==> config.mk <==
export PLATFORM = sky130hd
export DESIGN_NAME = climate_chamber_supervisor
export DESIGN_NICKNAME = d
export VERILOG_FILES = /design/src/design/ccs_pkg.sv /design/src/design/climate_chamber_supervisor.sv /design/src/design/ccs_regs.sv /design/src/design/ccs_window.sv
export SDC_FILE = /design/constraint.sdc
export NUM_CORES = 1
export LEC_CHECK = 0
export BUFFER_PORTS_ARGS = -buffer_cell sky130_fd_sc_hd__buf_2
export CAP_MARGIN = 20
export CORE_ASPECT_RATIO = 0.8
export CORE_UTILIZATION = 60
export DETAILED_ROUTE_END_ITERATION = 16
export PLACE_DENSITY = 0.79
export SETUP_SLACK_MARGIN = 0.5
export SLEW_MARGIN = 40
export SYNTH_ARGS = -nofsm -noshare
export SYNTH_HDL_FRONTEND = slang
export SYNTH_SLANG_ARGS = --single-unit
==> constraint.sdc <==
create_clock -name clk -period 15.1 [get_ports clk]
set_input_delay 3.775 -clock clk [delete_from_list [all_inputs] [get_ports clk]]
set_output_delay 3.775 -clock clk [all_outputs]
set_load 0.01 [all_outputs]
==> src/design/ccs_pkg.sv <==
// Shared types, codes and helpers for the climate chamber supervisor.
package ccs_pkg;

    typedef enum logic [3:0] {
        M_WAIT      = 4'd0,
        M_DRY       = 4'd1,
        M_COOL      = 4'd2,
        M_STABLE    = 4'd3,
        M_UNSTABLE  = 4'd4,
        M_HEAT      = 4'd5,
        M_WARMUP    = 4'd6,
        M_CDRY      = 4'd7,
        M_CCOOL     = 4'd8,
        M_CSTABLE   = 4'd9,
        M_CUNSTABLE = 4'd10,
        M_CHEAT     = 4'd11,
        M_CRESTART  = 4'd12
    } mode_t;

    typedef enum logic [2:0] {
        ST_IDLE,
        ST_PUSH,
        ST_SUM,
        ST_WAIT,
        ST_MUL,
        ST_EVAL
    } seq_state_t;

    localparam logic [2:0] CMD_MEASURE  = 3'd0;
    localparam logic [2:0] CMD_SETPOINT = 3'd1;
    localparam logic [2:0] CMD_CYCLE    = 3'd2;
    localparam logic [2:0] CMD_STOP     = 3'd3;
    localparam logic [2:0] CMD_CANCEL   = 3'd4;
    localparam logic [2:0] CMD_HEAT     = 3'd5;

    localparam logic [2:0] REG_TOL        = 3'd0;
    localparam logic [2:0] REG_STABLE_SEC = 3'd1;
    localparam logic [2:0] REG_MAX_HUM    = 3'd2;
    localparam logic [2:0] REG_START_HUM  = 3'd3;
    localparam logic [2:0] REG_CYCLE_LOW  = 3'd4;

    localparam logic signed [15:0] HEAT_TARGET   = 16'sd4000;
    localparam logic signed [15:0] WARM_EXIT     = 16'sd1800;
    localparam logic signed [15:0] SETPOINT_INIT = 16'sd1700;
    localparam logic signed [34:0] CYCLE_HOLD    = 35'sd60;
    localparam logic signed [32:0] NEVER_START   = 33'sd2147483647;
    localparam logic [5:0]         MAX_CYCLES    = 6'd49;

    typedef struct packed {
        logic [2:0]         command;
        logic signed [15:0] temperature;
        logic [13:0]        humidity;
        logic [3:0]         section;
        logic [30:0]        now_seconds;
        logic [5:0]         cycle_count;
    } req_t;

    typedef struct packed {
        logic [3:0]         status;
        logic               target_valid;
        logic signed [15:0] target_temperature;
        logic [1:0]         next_step_requests;
        logic               restart_section_one;
        logic               start_last_program;
        logic               stop_program;
        logic               cycle_finished;
        logic [5:0]         cycles_remaining;
    } rsp_t;

    typedef struct packed {
        logic [12:0]        temp_tolerance;
        logic [15:0]        stable_seconds;
        logic [13:0]        max_humidity;
        logic [13:0]        max_start_humidity;
        logic signed [12:0] cycle_low_temperature;
    } cfg_t;

    typedef struct packed {
        logic push;
        logic sum_start;
    } win_ctl_t;

    function automatic logic is_cycle(input mode_t m);
        return (m >= M_CDRY) && (m <= M_CRESTART);
    endfunction

endpackage

==> src/design/climate_chamber_supervisor.sv <==
// Top level of the climate chamber supervisor: sequencer and decision logic.
//
// Usage:
//   req channel (req_valid/req_ready/req): one transaction is a measurement
//   or a command. rsp channel (rsp_valid/rsp_ready/rsp): exactly one result
//   transaction per request, in order.
//   APB port: five configuration registers at byte offsets 0,4,...,16;
//   pready is tied high, reads return the register value.
// Sequencing:
//   Commands and measurements outside the stable modes go from accept to
//   ST_EVAL, which registers the result once the output register is free.
//   A measurement in a stable mode passes ST_PUSH, which pushes the reading
//   into the temperature window, ST_SUM and ST_WAIT, in which the filled
//   entries are summed serially with one adder, one entry per cycle, and
//   then ST_MUL and ST_EVAL. One request is in flight at a time; req_ready
//   is low until its result is registered.
// Stall:
//   The result sits in an output register; while the receiver stalls the
//   next request is still accepted and processed, and it waits in its
//   final step until the output register frees up.
// Reset:
//   rst_n (async, active low) returns to waiting mode, setpoint 17.00 degC,
//   no settling start, empty window, zero cycles, default register values.
module climate_chamber_supervisor
    import ccs_pkg::*;
#(
    parameter int WINDOW_LENGTH = 5
)
(
    input  logic        clk,
    input  logic        rst_n,
    input  logic        req_valid,
    output logic        req_ready,
    input  req_t        req,
    output logic        rsp_valid,
    input  logic        rsp_ready,
    output rsp_t        rsp,
    input  logic        psel,
    input  logic        penable,
    input  logic        pwrite,
    input  logic [4:0]  paddr,
    input  logic [31:0] pwdata,
    output logic [31:0] prdata,
    output logic        pready
);

    localparam int FW = $clog2(WINDOW_LENGTH + 1);
    localparam int SW = 17 + FW;

    cfg_t cfg;

    // sequencer and architectural state
    seq_state_t         state_reg, state_next;
    req_t               req_reg;
    mode_t              mode_reg, mode_next;
    logic signed [32:0] ss_reg, ss_next;         // settling start, -1 = not settling
    logic [5:0]         cycles_reg, cycles_next;
    logic signed [15:0] setpoint_reg, setpoint_next;
    rsp_t               rsp_reg, rsp_next;
    logic               rsp_valid_reg;
    logic signed [SW-1:0]   prod_t_reg;
    logic [12+FW:0]         prod_tol_reg;

    win_ctl_t             win_ctl;
    logic [FW-1:0]        win_fill;
    logic signed [SW-1:0] win_sum;
    logic                 win_done;

    // decision terms
    logic signed [15:0] cyc16;
    logic signed [15:0] tgt1;
    logic signed [15:0] tgt2;
    logic signed [17:0] tol18;
    logic signed [17:0] dev18;
    logic signed [34:0] now35;
    logic signed [34:0] dt;
    logic signed [34:0] hold_dt;
    logic signed [SW:0] wdiff;
    logic signed [SW:0] wabs;
    logic               win_off;
    logic               load;
    mode_t              m0, m1, m2, m3;
    logic [1:0]         nexts;
    logic               tvalid, restart1, startlast, stopp, finished;

    ccs_regs u_regs (
        .clk     (clk),
        .rst_n   (rst_n),
        .psel    (psel),
        .penable (penable),
        .pwrite  (pwrite),
        .paddr   (paddr),
        .pwdata  (pwdata),
        .prdata  (prdata),
        .pready  (pready),
        .cfg     (cfg)
    );

    ccs_window #(.WINDOW_LENGTH(WINDOW_LENGTH)) u_window (
        .clk       (clk),
        .rst_n     (rst_n),
        .ctl       (win_ctl),
        .push_data (req_reg.temperature),
        .fill      (win_fill),
        .sum       (win_sum),
        .done      (win_done)
    );

    assign req_ready = (state_reg == ST_IDLE);
    assign rsp_valid = rsp_valid_reg;
    assign rsp       = rsp_reg;
    assign load      = (state_reg == ST_EVAL) && (!rsp_valid_reg || rsp_ready);

    assign cyc16 = 16'(cfg.cycle_low_temperature);
    assign tol18 = $signed({5'd0, cfg.temp_tolerance});
    assign now35 = $signed({4'd0, req_reg.now_seconds});
    assign m0    = mode_reg;

    // target used by the temperature check
    always_comb
    begin
        tgt1 = is_cycle(m0) ? cyc16 : setpoint_reg;
        if (m0 == M_HEAT || m0 == M_CHEAT || m0 == M_DRY || m0 == M_CDRY || m0 == M_WARMUP)
        begin
            tgt1 = HEAT_TARGET;
        end
    end

    assign dt      = (ss_reg < 0) ? 35'sd0 : now35 - 35'(ss_reg);
    assign hold_dt = now35 - 35'(ss_reg);
    assign dev18   = (18'(req_reg.temperature) >= 18'(tgt1))
                   ? 18'(req_reg.temperature) - 18'(tgt1)
                   : 18'(tgt1) - 18'(req_reg.temperature);

    // |sum - n*target| > n*tolerance
    assign wdiff   = (SW+1)'(win_sum) - (SW+1)'(prod_t_reg);
    assign wabs    = (wdiff < 0) ? -wdiff : wdiff;
    assign win_off = wabs > $signed({1'b0, (SW)'(prod_tol_reg)});

    // sequencer
    always_comb
    begin
        state_next = state_reg;
        win_ctl    = '0;
        unique case (state_reg)
            ST_IDLE:
            begin
                if (req_valid)
                begin
                    if (req.command == CMD_MEASURE && (mode_reg == M_STABLE
                        || mode_reg == M_CSTABLE))
                    begin
                        state_next = ST_PUSH;
                    end
                    else
                    begin
                        state_next = ST_EVAL;
                    end
                end
            end
            ST_PUSH:
            begin
                win_ctl.push = 1'b1;
                state_next   = ST_SUM;
            end
            ST_SUM:
            begin
                win_ctl.sum_start = 1'b1;
                state_next        = ST_WAIT;
            end
            ST_WAIT:
            begin
                if (win_done)
                begin
                    state_next = ST_MUL;
                end
            end
            ST_MUL:
            begin
                state_next = ST_EVAL;
            end
            ST_EVAL:
            begin
                if (load)
                begin
                    state_next = ST_IDLE;
                end
            end
            default: state_next = ST_IDLE;
        endcase
    end

    // decision logic for one transaction
    always_comb
    begin
        m1            = m0;
        m2            = m0;
        m3            = m0;
        ss_next       = ss_reg;
        cycles_next   = cycles_reg;
        setpoint_next = setpoint_reg;
        nexts         = 2'd0;
        tvalid        = 1'b0;
        tgt2          = 16'sd0;
        restart1      = 1'b0;
        startlast     = 1'b0;
        stopp         = 1'b0;
        finished      = 1'b0;
        if (req_reg.command == CMD_MEASURE)
        begin
            // temperature check
            unique case (m0)
                M_WAIT, M_DRY, M_CDRY, M_CRESTART: ;
                M_HEAT, M_CHEAT:
                begin
                    if (req_reg.temperature > WARM_EXIT)
                    begin
                        nexts = 2'd1;
                    end
                end
                M_STABLE:
                begin
                    if (win_off)
                    begin
                        m1 = M_UNSTABLE;
                    end
                end
                M_CSTABLE:
                begin
                    if (win_off)
                    begin
                        m1 = M_CUNSTABLE;
                    end
                    if (hold_dt > CYCLE_HOLD)
                    begin
                        m1 = M_CHEAT;
                    end
                end
                M_WARMUP:
                begin
                    if (18'(req_reg.temperature) > 18'(setpoint_reg) - tol18)
                    begin
                        restart1 = 1'b1;
                        m1       = M_COOL;
                    end
                end
                default:
                begin
                    if (18'(req_reg.temperature) < 18'(tgt1) - tol18 && !is_cycle(m0))
                    begin
                        m1 = M_WARMUP;
                    end
                    if (dev18 < tol18)
                    begin
                        if (dt < 0 || ss_reg == -33'sd1)
                        begin
                            ss_next = 33'(now35);
                        end
                    end
                    else
                    begin
                        ss_next = -33'sd1;
                    end
                    if (dt > $signed({19'd0, cfg.stable_seconds}) && ss_next > 0)
                    begin
                        m1 = (m1 == M_COOL || m1 == M_UNSTABLE) ? M_STABLE : M_CSTABLE;
                    end
                end
            endcase
            // humidity check
            m2 = m1;
            unique case (m1)
                M_WAIT, M_HEAT: ;
                M_DRY:
                begin
                    if (req_reg.humidity < cfg.max_start_humidity)
                    begin
                        m2    = M_COOL;
                        nexts = nexts + 2'd1;
                    end
                end
                M_CDRY:
                begin
                    if (req_reg.humidity < cfg.max_start_humidity)
                    begin
                        m2    = M_CCOOL;
                        nexts = nexts + 2'd1;
                    end
                end
                default:
                begin
                    if (req_reg.humidity > cfg.max_humidity)
                    begin
                        m2 = M_HEAT;
                    end
                end
            endcase
            // target programming
            if (m2 == M_HEAT || m2 == M_CHEAT)
            begin
                tvalid = 1'b1;
                tgt2   = HEAT_TARGET;
            end
            else if (m2 == M_COOL || m2 == M_STABLE || m2 == M_UNSTABLE)
            begin
                tvalid = 1'b1;
                tgt2   = setpoint_reg;
            end
            else if (m2 == M_CCOOL)
            begin
                tvalid = 1'b1;
                tgt2   = cyc16;
            end
            // section-driven transitions
            m3 = m2;
            priority case (req_reg.section)
                4'd0:
                begin
                    if (m2 == M_DRY || m2 == M_COOL || m2 == M_STABLE || m2 == M_UNSTABLE
                        || m2 == M_HEAT)
                        m3 = M_WAIT;
                    else if (m2 == M_CHEAT)
                        m3 = M_CRESTART;
                end
                4'd1:
                begin
                    if (m2 == M_WAIT || m2 == M_HEAT || m2 == M_COOL || m2 == M_STABLE
                        || m2 == M_UNSTABLE)
                        m3 = M_DRY;
                    else if (m2 == M_CRESTART || m2 == M_CDRY || m2 == M_CSTABLE
                        || m2 == M_CUNSTABLE || m2 == M_CCOOL)
                        m3 = M_CDRY;
                end
                4'd2:
                begin
                    if (m2 == M_DRY || m2 == M_WAIT)
                        m3 = M_COOL;
                    else if (m2 == M_CDRY || m2 == M_CRESTART)
                        m3 = M_CCOOL;
                    else if (m2 == M_CHEAT || m2 == M_HEAT || m2 == M_WARMUP)
                        nexts = nexts + 2'd1;
                end
                4'd3:
                begin
                    if (m2 == M_DRY || m2 == M_COOL || m2 == M_STABLE || m2 == M_UNSTABLE
                        || m2 == M_WAIT)
                        m3 = M_HEAT;
                    else if (m2 == M_CDRY || m2 == M_CCOOL || m2 == M_CSTABLE
                        || m2 == M_CUNSTABLE)
                        m3 = M_CHEAT;
                end
                default: ;
            endcase
            // cycle countdown
            if (m3 == M_CRESTART)
            begin
                if (cycles_reg != 6'd0)
                begin
                    cycles_next = cycles_reg - 6'd1;
                    startlast   = 1'b1;
                end
                else
                begin
                    finished = 1'b1;
                    m3       = M_WAIT;
                end
            end
        end
        else
        begin
            priority case (req_reg.command)
                CMD_SETPOINT:
                begin
                    if (req_reg.temperature != setpoint_reg)
                    begin
                        ss_next       = -33'sd1;
                        setpoint_next = req_reg.temperature;
                        m3            = is_cycle(m0) ? M_CRESTART : M_COOL;
                    end
                end
                CMD_CYCLE:
                begin
                    cycles_next = (req_reg.cycle_count >= 6'd1
                                   && req_reg.cycle_count <= MAX_CYCLES)
                                ? req_reg.cycle_count - 6'd1 : 6'd0;
                    m3 = M_CRESTART;
                end
                CMD_STOP:
                begin
                    m3    = M_WAIT;
                    stopp = 1'b1;
                end
                CMD_CANCEL:
                begin
                    m3 = M_HEAT;
                end
                CMD_HEAT:
                begin
                    nexts = 2'd1;
                end
                default: ;
            endcase
        end
        mode_next = m3;

        rsp_next.status              = m3;
        rsp_next.target_valid        = tvalid;
        rsp_next.target_temperature  = tvalid ? tgt2 : 16'sd0;
        rsp_next.next_step_requests  = nexts;
        rsp_next.restart_section_one = restart1;
        rsp_next.start_last_program  = startlast;
        rsp_next.stop_program        = stopp;
        rsp_next.cycle_finished      = finished;
        rsp_next.cycles_remaining    = cycles_next;
    end

    // payload registers
    always_ff @(posedge clk)
    begin
        if (req_valid && req_ready)
        begin
            req_reg <= req;
        end
        if (state_reg == ST_MUL)
        begin
            prod_t_reg   <= $signed({1'b0, win_fill}) * tgt1;
            prod_tol_reg <= win_fill * cfg.temp_tolerance;
        end
        if (load)
        begin
            rsp_reg <= rsp_next;
        end
    end

    always_ff @(posedge clk or negedge rst_n)
    begin
        if (!rst_n)
        begin
            state_reg     <= ST_IDLE;
            mode_reg      <= M_WAIT;
            ss_reg        <= NEVER_START;
            cycles_reg    <= 6'd0;
            setpoint_reg  <= SETPOINT_INIT;
            rsp_valid_reg <= 1'b0;
        end
        else
        begin
            state_reg <= state_next;
            if (load)
            begin
                mode_reg      <= mode_next;
                ss_reg        <= ss_next;
                cycles_reg    <= cycles_next;
                setpoint_reg  <= setpoint_next;
                rsp_valid_reg <= 1'b1;
            end
            else if (rsp_ready)
            begin
                rsp_valid_reg <= 1'b0;
            end
        end
    end

endmodule

==> src/design/ccs_regs.sv <==
// APB configuration register file.
module ccs_regs
    import ccs_pkg::*;
(
    input  logic        clk,
    input  logic        rst_n,
    input  logic        psel,
    input  logic        penable,
    input  logic        pwrite,
    input  logic [4:0]  paddr,
    input  logic [31:0] pwdata,
    output logic [31:0] prdata,
    output logic        pready,
    output cfg_t        cfg
);

    cfg_t       cfg_reg;
    logic [2:0] idx;
    logic       wr;

    assign idx    = paddr[4:2];
    assign wr     = psel && penable && pwrite;
    assign pready = 1'b1;
    assign cfg    = cfg_reg;

    always_ff @(posedge clk or negedge rst_n)
    begin
        if (!rst_n)
        begin
            cfg_reg.temp_tolerance        <= 13'd50;
            cfg_reg.stable_seconds        <= 16'd30;
            cfg_reg.max_humidity          <= 14'd3000;
            cfg_reg.max_start_humidity    <= 14'd1000;
            cfg_reg.cycle_low_temperature <= -13'sd1500;
        end
        else if (wr)
        begin
            unique case (idx)
                REG_TOL:        cfg_reg.temp_tolerance        <= pwdata[12:0];
                REG_STABLE_SEC: cfg_reg.stable_seconds        <= pwdata[15:0];
                REG_MAX_HUM:    cfg_reg.max_humidity          <= pwdata[13:0];
                REG_START_HUM:  cfg_reg.max_start_humidity    <= pwdata[13:0];
                REG_CYCLE_LOW:  cfg_reg.cycle_low_temperature <= pwdata[12:0];
                default:        ;
            endcase
        end
    end

    always_comb
    begin
        unique case (idx)
            REG_TOL:        prdata = {19'd0, cfg_reg.temp_tolerance};
            REG_STABLE_SEC: prdata = {16'd0, cfg_reg.stable_seconds};
            REG_MAX_HUM:    prdata = {18'd0, cfg_reg.max_humidity};
            REG_START_HUM:  prdata = {18'd0, cfg_reg.max_start_humidity};
            REG_CYCLE_LOW:  prdata = 32'(cfg_reg.cycle_low_temperature);
            default:        prdata = 32'd0;
        endcase
    end

endmodule

==> src/design/ccs_window.sv <==
// Temperature window store with a serial accumulator.
module ccs_window
    import ccs_pkg::*;
#(
    parameter int WINDOW_LENGTH = 5,
    localparam int FW = $clog2(WINDOW_LENGTH + 1),
    localparam int IW = (WINDOW_LENGTH > 1) ? $clog2(WINDOW_LENGTH) : 1,
    localparam int SW = 17 + FW
)
(
    input  logic                 clk,
    input  logic                 rst_n,
    input  win_ctl_t             ctl,
    input  logic signed [15:0]   push_data,
    output logic [FW-1:0]        fill,
    output logic signed [SW-1:0] sum,
    output logic                 done
);

    localparam logic [FW-1:0] FULL = FW'(WINDOW_LENGTH);

    logic signed [15:0]   win [WINDOW_LENGTH];
    logic [FW-1:0]        fill_reg;
    logic [FW-1:0]        idx_reg;
    logic                 busy_reg;
    logic                 done_reg;
    logic signed [SW-1:0] acc_reg;

    assign fill = fill_reg;
    assign sum  = acc_reg;
    assign done = done_reg;

    // entries are unreset; only filled ones are ever summed
    always_ff @(posedge clk)
    begin
        if (ctl.push)
        begin
            if (fill_reg == FULL)
            begin
                for (int i = 0; i < WINDOW_LENGTH - 1; i++)
                begin
                    win[i] <= win[i + 1];
                end
                win[WINDOW_LENGTH - 1] <= push_data;
            end
            else
            begin
                win[fill_reg[IW-1:0]] <= push_data;
            end
        end
    end

    always_ff @(posedge clk or negedge rst_n)
    begin
        if (!rst_n)
        begin
            fill_reg <= '0;
            idx_reg  <= '0;
            busy_reg <= 1'b0;
            done_reg <= 1'b0;
            acc_reg  <= '0;
        end
        else
        begin
            done_reg <= 1'b0;
            if (ctl.push && (fill_reg != FULL))
            begin
                fill_reg <= fill_reg + 1'b1;
            end
            if (ctl.sum_start)
            begin
                acc_reg  <= '0;
                idx_reg  <= '0;
                busy_reg <= 1'b1;
            end
            else if (busy_reg)
            begin
                if (idx_reg == fill_reg)
                begin
                    busy_reg <= 1'b0;
                    done_reg <= 1'b1;
                end
                else
                begin
                    acc_reg <= acc_reg + SW'(win[idx_reg[IW-1:0]]);
                    idx_reg <= idx_reg + 1'b1;
                end
            end
        end
    end

endmodule

==> results.json, run 1 <==
{
  "post-cts-setup-buffers": 0,
  "cts_tree": "built",
  "initial_core_util": 0.6084,
  "muxShareOfSynthArea": 0.06614,
  "crit_path_frequent_cell": "nand3_1",
  "regArea_mm2": 0.01225,
  "core_mm2": 0.05246,
  "drc_errors": 0,
  "place_area_mm2": 0.03345,
  "cpPeakStageDelay_ps": 710,
  "place_congestion": 1.015,
  "power_density_mw_per_mm2": 215.7,
  "wire_per_inst_um": 22.73,
  "synth_compound_area_frac": 0.1769,
  "setup_viol": 0,
  "synth_commonest_cells": "344 x inv_1, 295 x ha_1, 271 x edfxtp_1",
  "postCtsHoldBufs": 0,
  "worstMarginPinSlew_ps": 927.4,
  "drv_slew": 0,
  "ys_seq_area_frac": 0.3836,
  "final_nets": 3837,
  "yosysMostFrequentCell": "inv_1",
  "grt_pass1_wl_um": 144600,
  "min_path_type": "reg2reg",
  "vias_per_cell": 6.412,
  "multi_input_area_mm2": 0.01791,
  "synth_cell_types": 113,
  "ir_worst_vdd_mv": 0.1297,
  "avgSynthCellArea_um2": 9.721,
  "antenna-diode-count": 0,
  "cp-start-kind": "flip-flop",
  "cts_root_buf": "clkbuf_16",
  "critPathMaxFanout": 21,
  "cp_slowest_cell": "dfrtp_1",
  "io_pins": 186,
  "power_leakage_nw": 14.79,
  "hold_viol": 0,
  "finalClockSkew_ps": 35.62,
  "grt_pass1_vias": 25390,
  "async_flop_share": 0.3727,
  "synth_top_cell_area_share": 0.2550,
  "cts_buffers": 45,
  "die_x_um": 259.9,
  "period_share": 0.7357,
  "dieArea_mm2": 0.05412,
  "cp-end-kind": "flip-flop",
  "nFillCells": 4082,
  "yosys-top-cells-area": "edfxtp_1 25%, ha_1 12%, dfrtp_1 7.8%",
  "grt.overflow.total": 0,
  "rows": 75,
  "antenna_found_initial": 0,
  "synthCells": 3283,
  "synth_top_family_by_area": "compound AO/OA/AOI/OAI gates",
  "die_h_um": 208.3,
  "yosysWarnings": 0,
  "area_growth_syn_to_layout_pct": 9.527,
  "dp_hpwl_um": 70050,
  "ys.flop_type": "edfxtp_1",
  "drtIter0Drc": 2767,
  "ys_ff_latch": 432,
  "numPlacedInstances": 4034,
  "synth_adder_area_share": 0.1376,
  "io_buffers": 166,
  "maxSlewHeadroom": 0.3804,
  "grt_max_degree": 102,
  "synth_largest_area_cell": "edfxtp_1",
  "dr.pass1.iters": 8,
  "setup_tns_ps": 0,
  "cts_max_path_buffers": 3,
  "synth-edff-count": 271,
  "fmax_mhz": 90.02,
  "layout-drive-gt1-share": 0.1588,
  "cts_sinks": 432,
  "finalInstanceArea_mm2": 0.03495,
  "min_period_ps": 11110,
  "cap_violations": 0,
  "syn-num-nets": 3731,
  "largest_reg_flops": 128,
  "synth_xor_xnor_area_share": 0.04089,
  "antenna_left": 0,
  "critPathRequiredTime_ps": 15450,
  "syn_area_mm2": 0.03191,
  "rsz0062_at_grt": "no",
  "synthSimpleGateAreaFrac": 0.1349,
  "cp.arrival_ps": 11460,
  "htreeDepth": 2,
  "cts_resized": 0,
  "layout.cells.non_filler": 4119,
  "worstSkewPairLatency_ps": 620,
  "track_usage": 0.3447,
  "status": "finished clean",
  "vias": 26410,
  "wl_um": 93630,
  "clkTransAtPathRegs_ps": 60,
  "critPathKind": "reg2reg"
}
## cells in the final DEF (no fill, tap or decap), types with 19 or more instances in the layout
master     netlist  routed
inv_1          344     344
ha_1           295     295
edfxtp_1       271     271
nand2_1        266     265
o21ai_0        220     219
a21oi_1        205     205
nor2_1         208     203
buf_2           11     165
xnor2_1        113     113
mux2_2         100     100
dfrtp_1        100      96
nand3_1         63      62
dfstp_2         61      61
a21o_1          58      58
nor3_1          50      47
and2_1          47      46
nor2b_1         48      45
clkbuf_16        0      45
nand4_1         41      41
nand2b_1        40      37
xor2_1          36      36
a22oi_1         35      35
fa_1            35      35
mux4_2          32      32
o22a_1          31      31
buf_4           17      29
o21bai_1        28      28
o21a_1          27      27
nor4_1          29      26
mux2i_1         25      25
a31oi_1         24      24
o211ai_1        23      23
o22ai_1         20      20
a211oi_1        19      19
## where the power goes
part | internal, mW | switching (mW) | total [mW]
sequential | 1.54 | 0.278 | 1.82
combinational | 1.82 | 2.78 | 4.59
clock | 0.617 | 0.510 | 1.13
## path summary, 6_finish.rpt
kind	from	slack [ps]	cells past startpoint	to
worst max-delay path	m0[2]$_DFFE_PN0P_	3990	40	rsp[1]$_DFFE_PP_
max in group asynchronous	rst_n	10630	4	u_window.idx_reg[1]$_DFFE_PN0P_
worst max register to register	m0[2]$_DFFE_PN0P_	3990	40	rsp[1]$_DFFE_PP_
worst min-delay path	u_window.done$_DFF_PN0_	500	1	state_reg[1]$_DFFE_PN0P_
worst min register to register	u_window.done$_DFF_PN0_	500	1	state_reg[1]$_DFFE_PN0P_
min in group asynchronous	rst_n	3020	1	u_regs.cfg[60]$_DFFE_PN0P_
## layer usage
layer	vias to the layer above	share of wire	global-route usage
met3	169	0.093	0.05750
met2	1338	0.45	0.5246
li1	12070	-	-
met4	0	0.034	0.1197
met5	-	0	0
met1	12830	0.43	0.4971
## stage by stage
step	utilization	power, mW	setup WS, ps	hold slack, ps
floorplan	-	5.134	6001	457.6
global placement	0.6348	6.105	4206	472.5
detailed placement	0.6376	6.284	4060	491.9
CTS	0.6656	7.449	3959	498.2
global route	0.6664	8.089	3163	527.2
finish	0.6664	7.539	3991	502.3
## cells by family after synthesis
kind of cell | Yosys count
AND/OR/NAND/NOR | 877
AO/OA/AOI/OAI | 848
buffers and inverters | 488
flip-flops | 432
adder cells (fa/ha/maj) | 330
multiplexers | 158
XOR/XNOR | 149
other | 1
## layout make-up
type,instances,share of cell area
multi-input combinational,2363,0.5123
sequential,432,0.3505
inverter,346,0.03716
clock buffer,58,0.03504
timing repair buffer,201,0.03318
tap,693,0.02481
clock inverter,26,0.007052
## worst max-delay path, delay by kind of cell, from the launching register on
kind,cells,cell delay [ps]
mux,1,560
compound gates,18,4230
flops,1,710
fa+ha+maj,2,600
buf+inv,3,660
xor+xnor,1,100
simple gates,15,3970
(Power assumes the default switching activity.)
==> inputs of run 2 (changes only) <==
Settings changed: CORE_UTILIZATION 60 to 57, PLACE_DENSITY 0.79 to 0.78.
Clock period 15.1 ns to 9.4 ns, I/O delays scaled along.
==> results.json, run 2 (synthesized netlist as in run 1, its figures left out) <==
{
  "cts_root_buf": "clkbuf_16",
  "hold_viol": 0,
  "grt.overflow.total": 0,
  "holdPathStages": 1,
  "vias": 26200,
  "hp-start": "u_window.done$_DFF_PN0_",
  "r2r_start": "m0[1]$_DFFE_PN0P_",
  "area_growth_syn_to_layout_pct": 13.04,
  "crit_path_frequent_cell": "buf_4",
  "place_area_mm2": 0.03421,
  "io_buffers": 166,
  "most-common-layout-cells": "343 x inv_1, 291 x ha_1, 271 x edfxtp_1, 264 x nand2_1, 214 x o21ai_0",
  "track_usage": 0.3086,
  "initial_core_util": 0.5771,
  "cap_violations": 0,
  "nFillCells": 4406,
  "dr.pass1.iters": 8,
  "core_mm2": 0.05530,
  "min_period_ps": 8772,
  "worstMarginPinSlew_ps": 870.8,
  "cts_max_path_buffers": 3,
  "antenna_left": 0,
  "power_leakage_nw": 15.38,
  "cts_tree": "built",
  "wl_um": 89190,
  "die_h_um": 213.6,
  "setup_ws_ps": 628.0,
  "antenna_found_initial": 0,
  "place_congestion": 0.9750,
  "drtIter0Drc": 2752,
  "reg2reg_depth": 45,
  "status": "finished clean",
  "rsz0062_at_grt": "no",
  "period_share": 0.9332,
  "preCtsSetupSlack_ps": 291.0,
  "reg2reg_setup_slack_ps": 630,
  "reg2reg_to": "rsp[0]$_DFFE_PP_",
  "dp_hpwl_um": 66840,
  "min_path_type": "reg2reg",
  "postCtsHoldBufs": 0,
  "grt_max_degree": 72,
  "cp-start-kind": "flip-flop",
  "io_pins": 186,
  "drc_errors": 0,
  "drv_slew": 0,
  "final_nets": 3950,
  "cp-end-kind": "flip-flop",
  "grt_pass1_vias": 24270,
  "grt_pass1_wl_um": 135600,
  "setup_viol": 0,
  "critPathKind": "reg2reg",
  "maxSlewHeadroom": 0.4182,
  "whs_endpoint": "state_reg[1]$_DFFE_PN0P_",
  "vias_per_cell": 6.109,
  "cpPeakStageDelay_ps": 450,
  "die_x_um": 266.6,
  "rows": 77,
  "ir_worst_vdd_mv": 0.2278,
  "fmax_mhz": 114.0,
  "setup_tns_ps": 0,
  "finalInstanceArea_mm2": 0.03607,
  "largest_reg_flops": 128,
  "power_density_mw_per_mm2": 352.5,
  "clkTransAtPathRegs_ps": 60,
  "cp_slowest_cell": "dfrtp_2",
  "cts_sinks": 432,
  "crit_start": "m0[1]$_DFFE_PN0P_",
  "cts_buffers": 45,
  "wire_per_inst_um": 20.80,
  "finalClockSkew_ps": 20.01,
  "cp.arrival_ps": 9120,
  "htreeDepth": 2,
  "critPathRequiredTime_ps": 9750,
  "worstSkewPairLatency_ps": 600,
  "dieArea_mm2": 0.05695,
  "antenna-diode-count": 0,
  "layout-drive-gt1-share": 0.1944,
  "final_common_cell": "inv_1",
  "critPathMaxFanout": 9
}
[run 2: power by group]
group | switching, mW | internal (mW)
logic | 4.59 | 3.48
clock network | 0.804 | 0.974
registers | 0.390 | 2.47
[run 2: worst max path at each step]
| stage | end | cells past startpoint |
|---|---|---|
| after global routing | rsp[2]$_DFFE_PP_ | 45 |
| after floorplan | rsp[1]$_DFFE_PP_ | 37 |
| after detailed placement | rsp[2]$_DFFE_PP_ | 43 |
| after global placement | rsp[2]$_DFFE_PP_ | 43 |
| after CTS | rsp[3]$_DFFE_PP_ | 44 |
| final | rsp[0]$_DFFE_PP_ | 45 |
[run 2: critical path, delay by kind of cell, from the launching register on]
family | cells | cell delay [ps]
AND/OR/NAND/NOR | 17 | 2210
flip-flops | 1 | 450
XOR/XNOR | 1 | 180
buffers and inverters | 9 | 1490
adder cells (fa/ha/maj) | 2 | 600
AO/OA/AOI/OAI | 16 | 3590
[run 2: area by class of cell]
| type | instances | area (um^2) | share of cell area |
|---|---|---|---|
| inverters | 346 | 1299 | 0.03600 |
| repair buffers | 314 | 2059 | 0.05709 |
| multi-input cells | 2363 | 18080 | 0.5012 |
| flip-flops and latches | 432 | 12250 | 0.3395 |
| well taps | 750 | 938.4 | 0.02601 |
| clock inverters | 31 | 261.5 | 0.007249 |
| clock buffers | 53 | 1187 | 0.03291 |
[run 2: what timing repair did]
item | 4_1_cts | 5_1_grt
endpoints found under the setup margin | 19 | 40
setup buffers | 1 | 14
endpoints found under the hold margin | 0 | 0
resized for setup | 8 | 51
gates cloned | 0 | 3
pin swaps | 1 | 17
[run 2: per-stage QoR]
stage | instances | hold slack (ps) | total power, mW | utilization
after floorplan | 3283 | 457.6 | 8.248 | -
after global placement | 4184 | 477.3 | 10.27 | 0.6172
after detailed placement | 4186 | 487.9 | 10.47 | 0.6186
after CTS | 4271 | 484.5 | 12.33 | 0.6455
after global routing | 4289 | 520.9 | 13.65 | 0.6523
final | 4289 | 486.7 | 12.72 | 0.6523
[run 2: routing by layer]
metal  vias up  track usage  wire [um]
met1     12580       0.4386      38950
met4         0       0.1078       3206
met5         -            0          0
met3       167      0.08888       9458
met2      1165       0.4489      37580
li1      12290            -          -
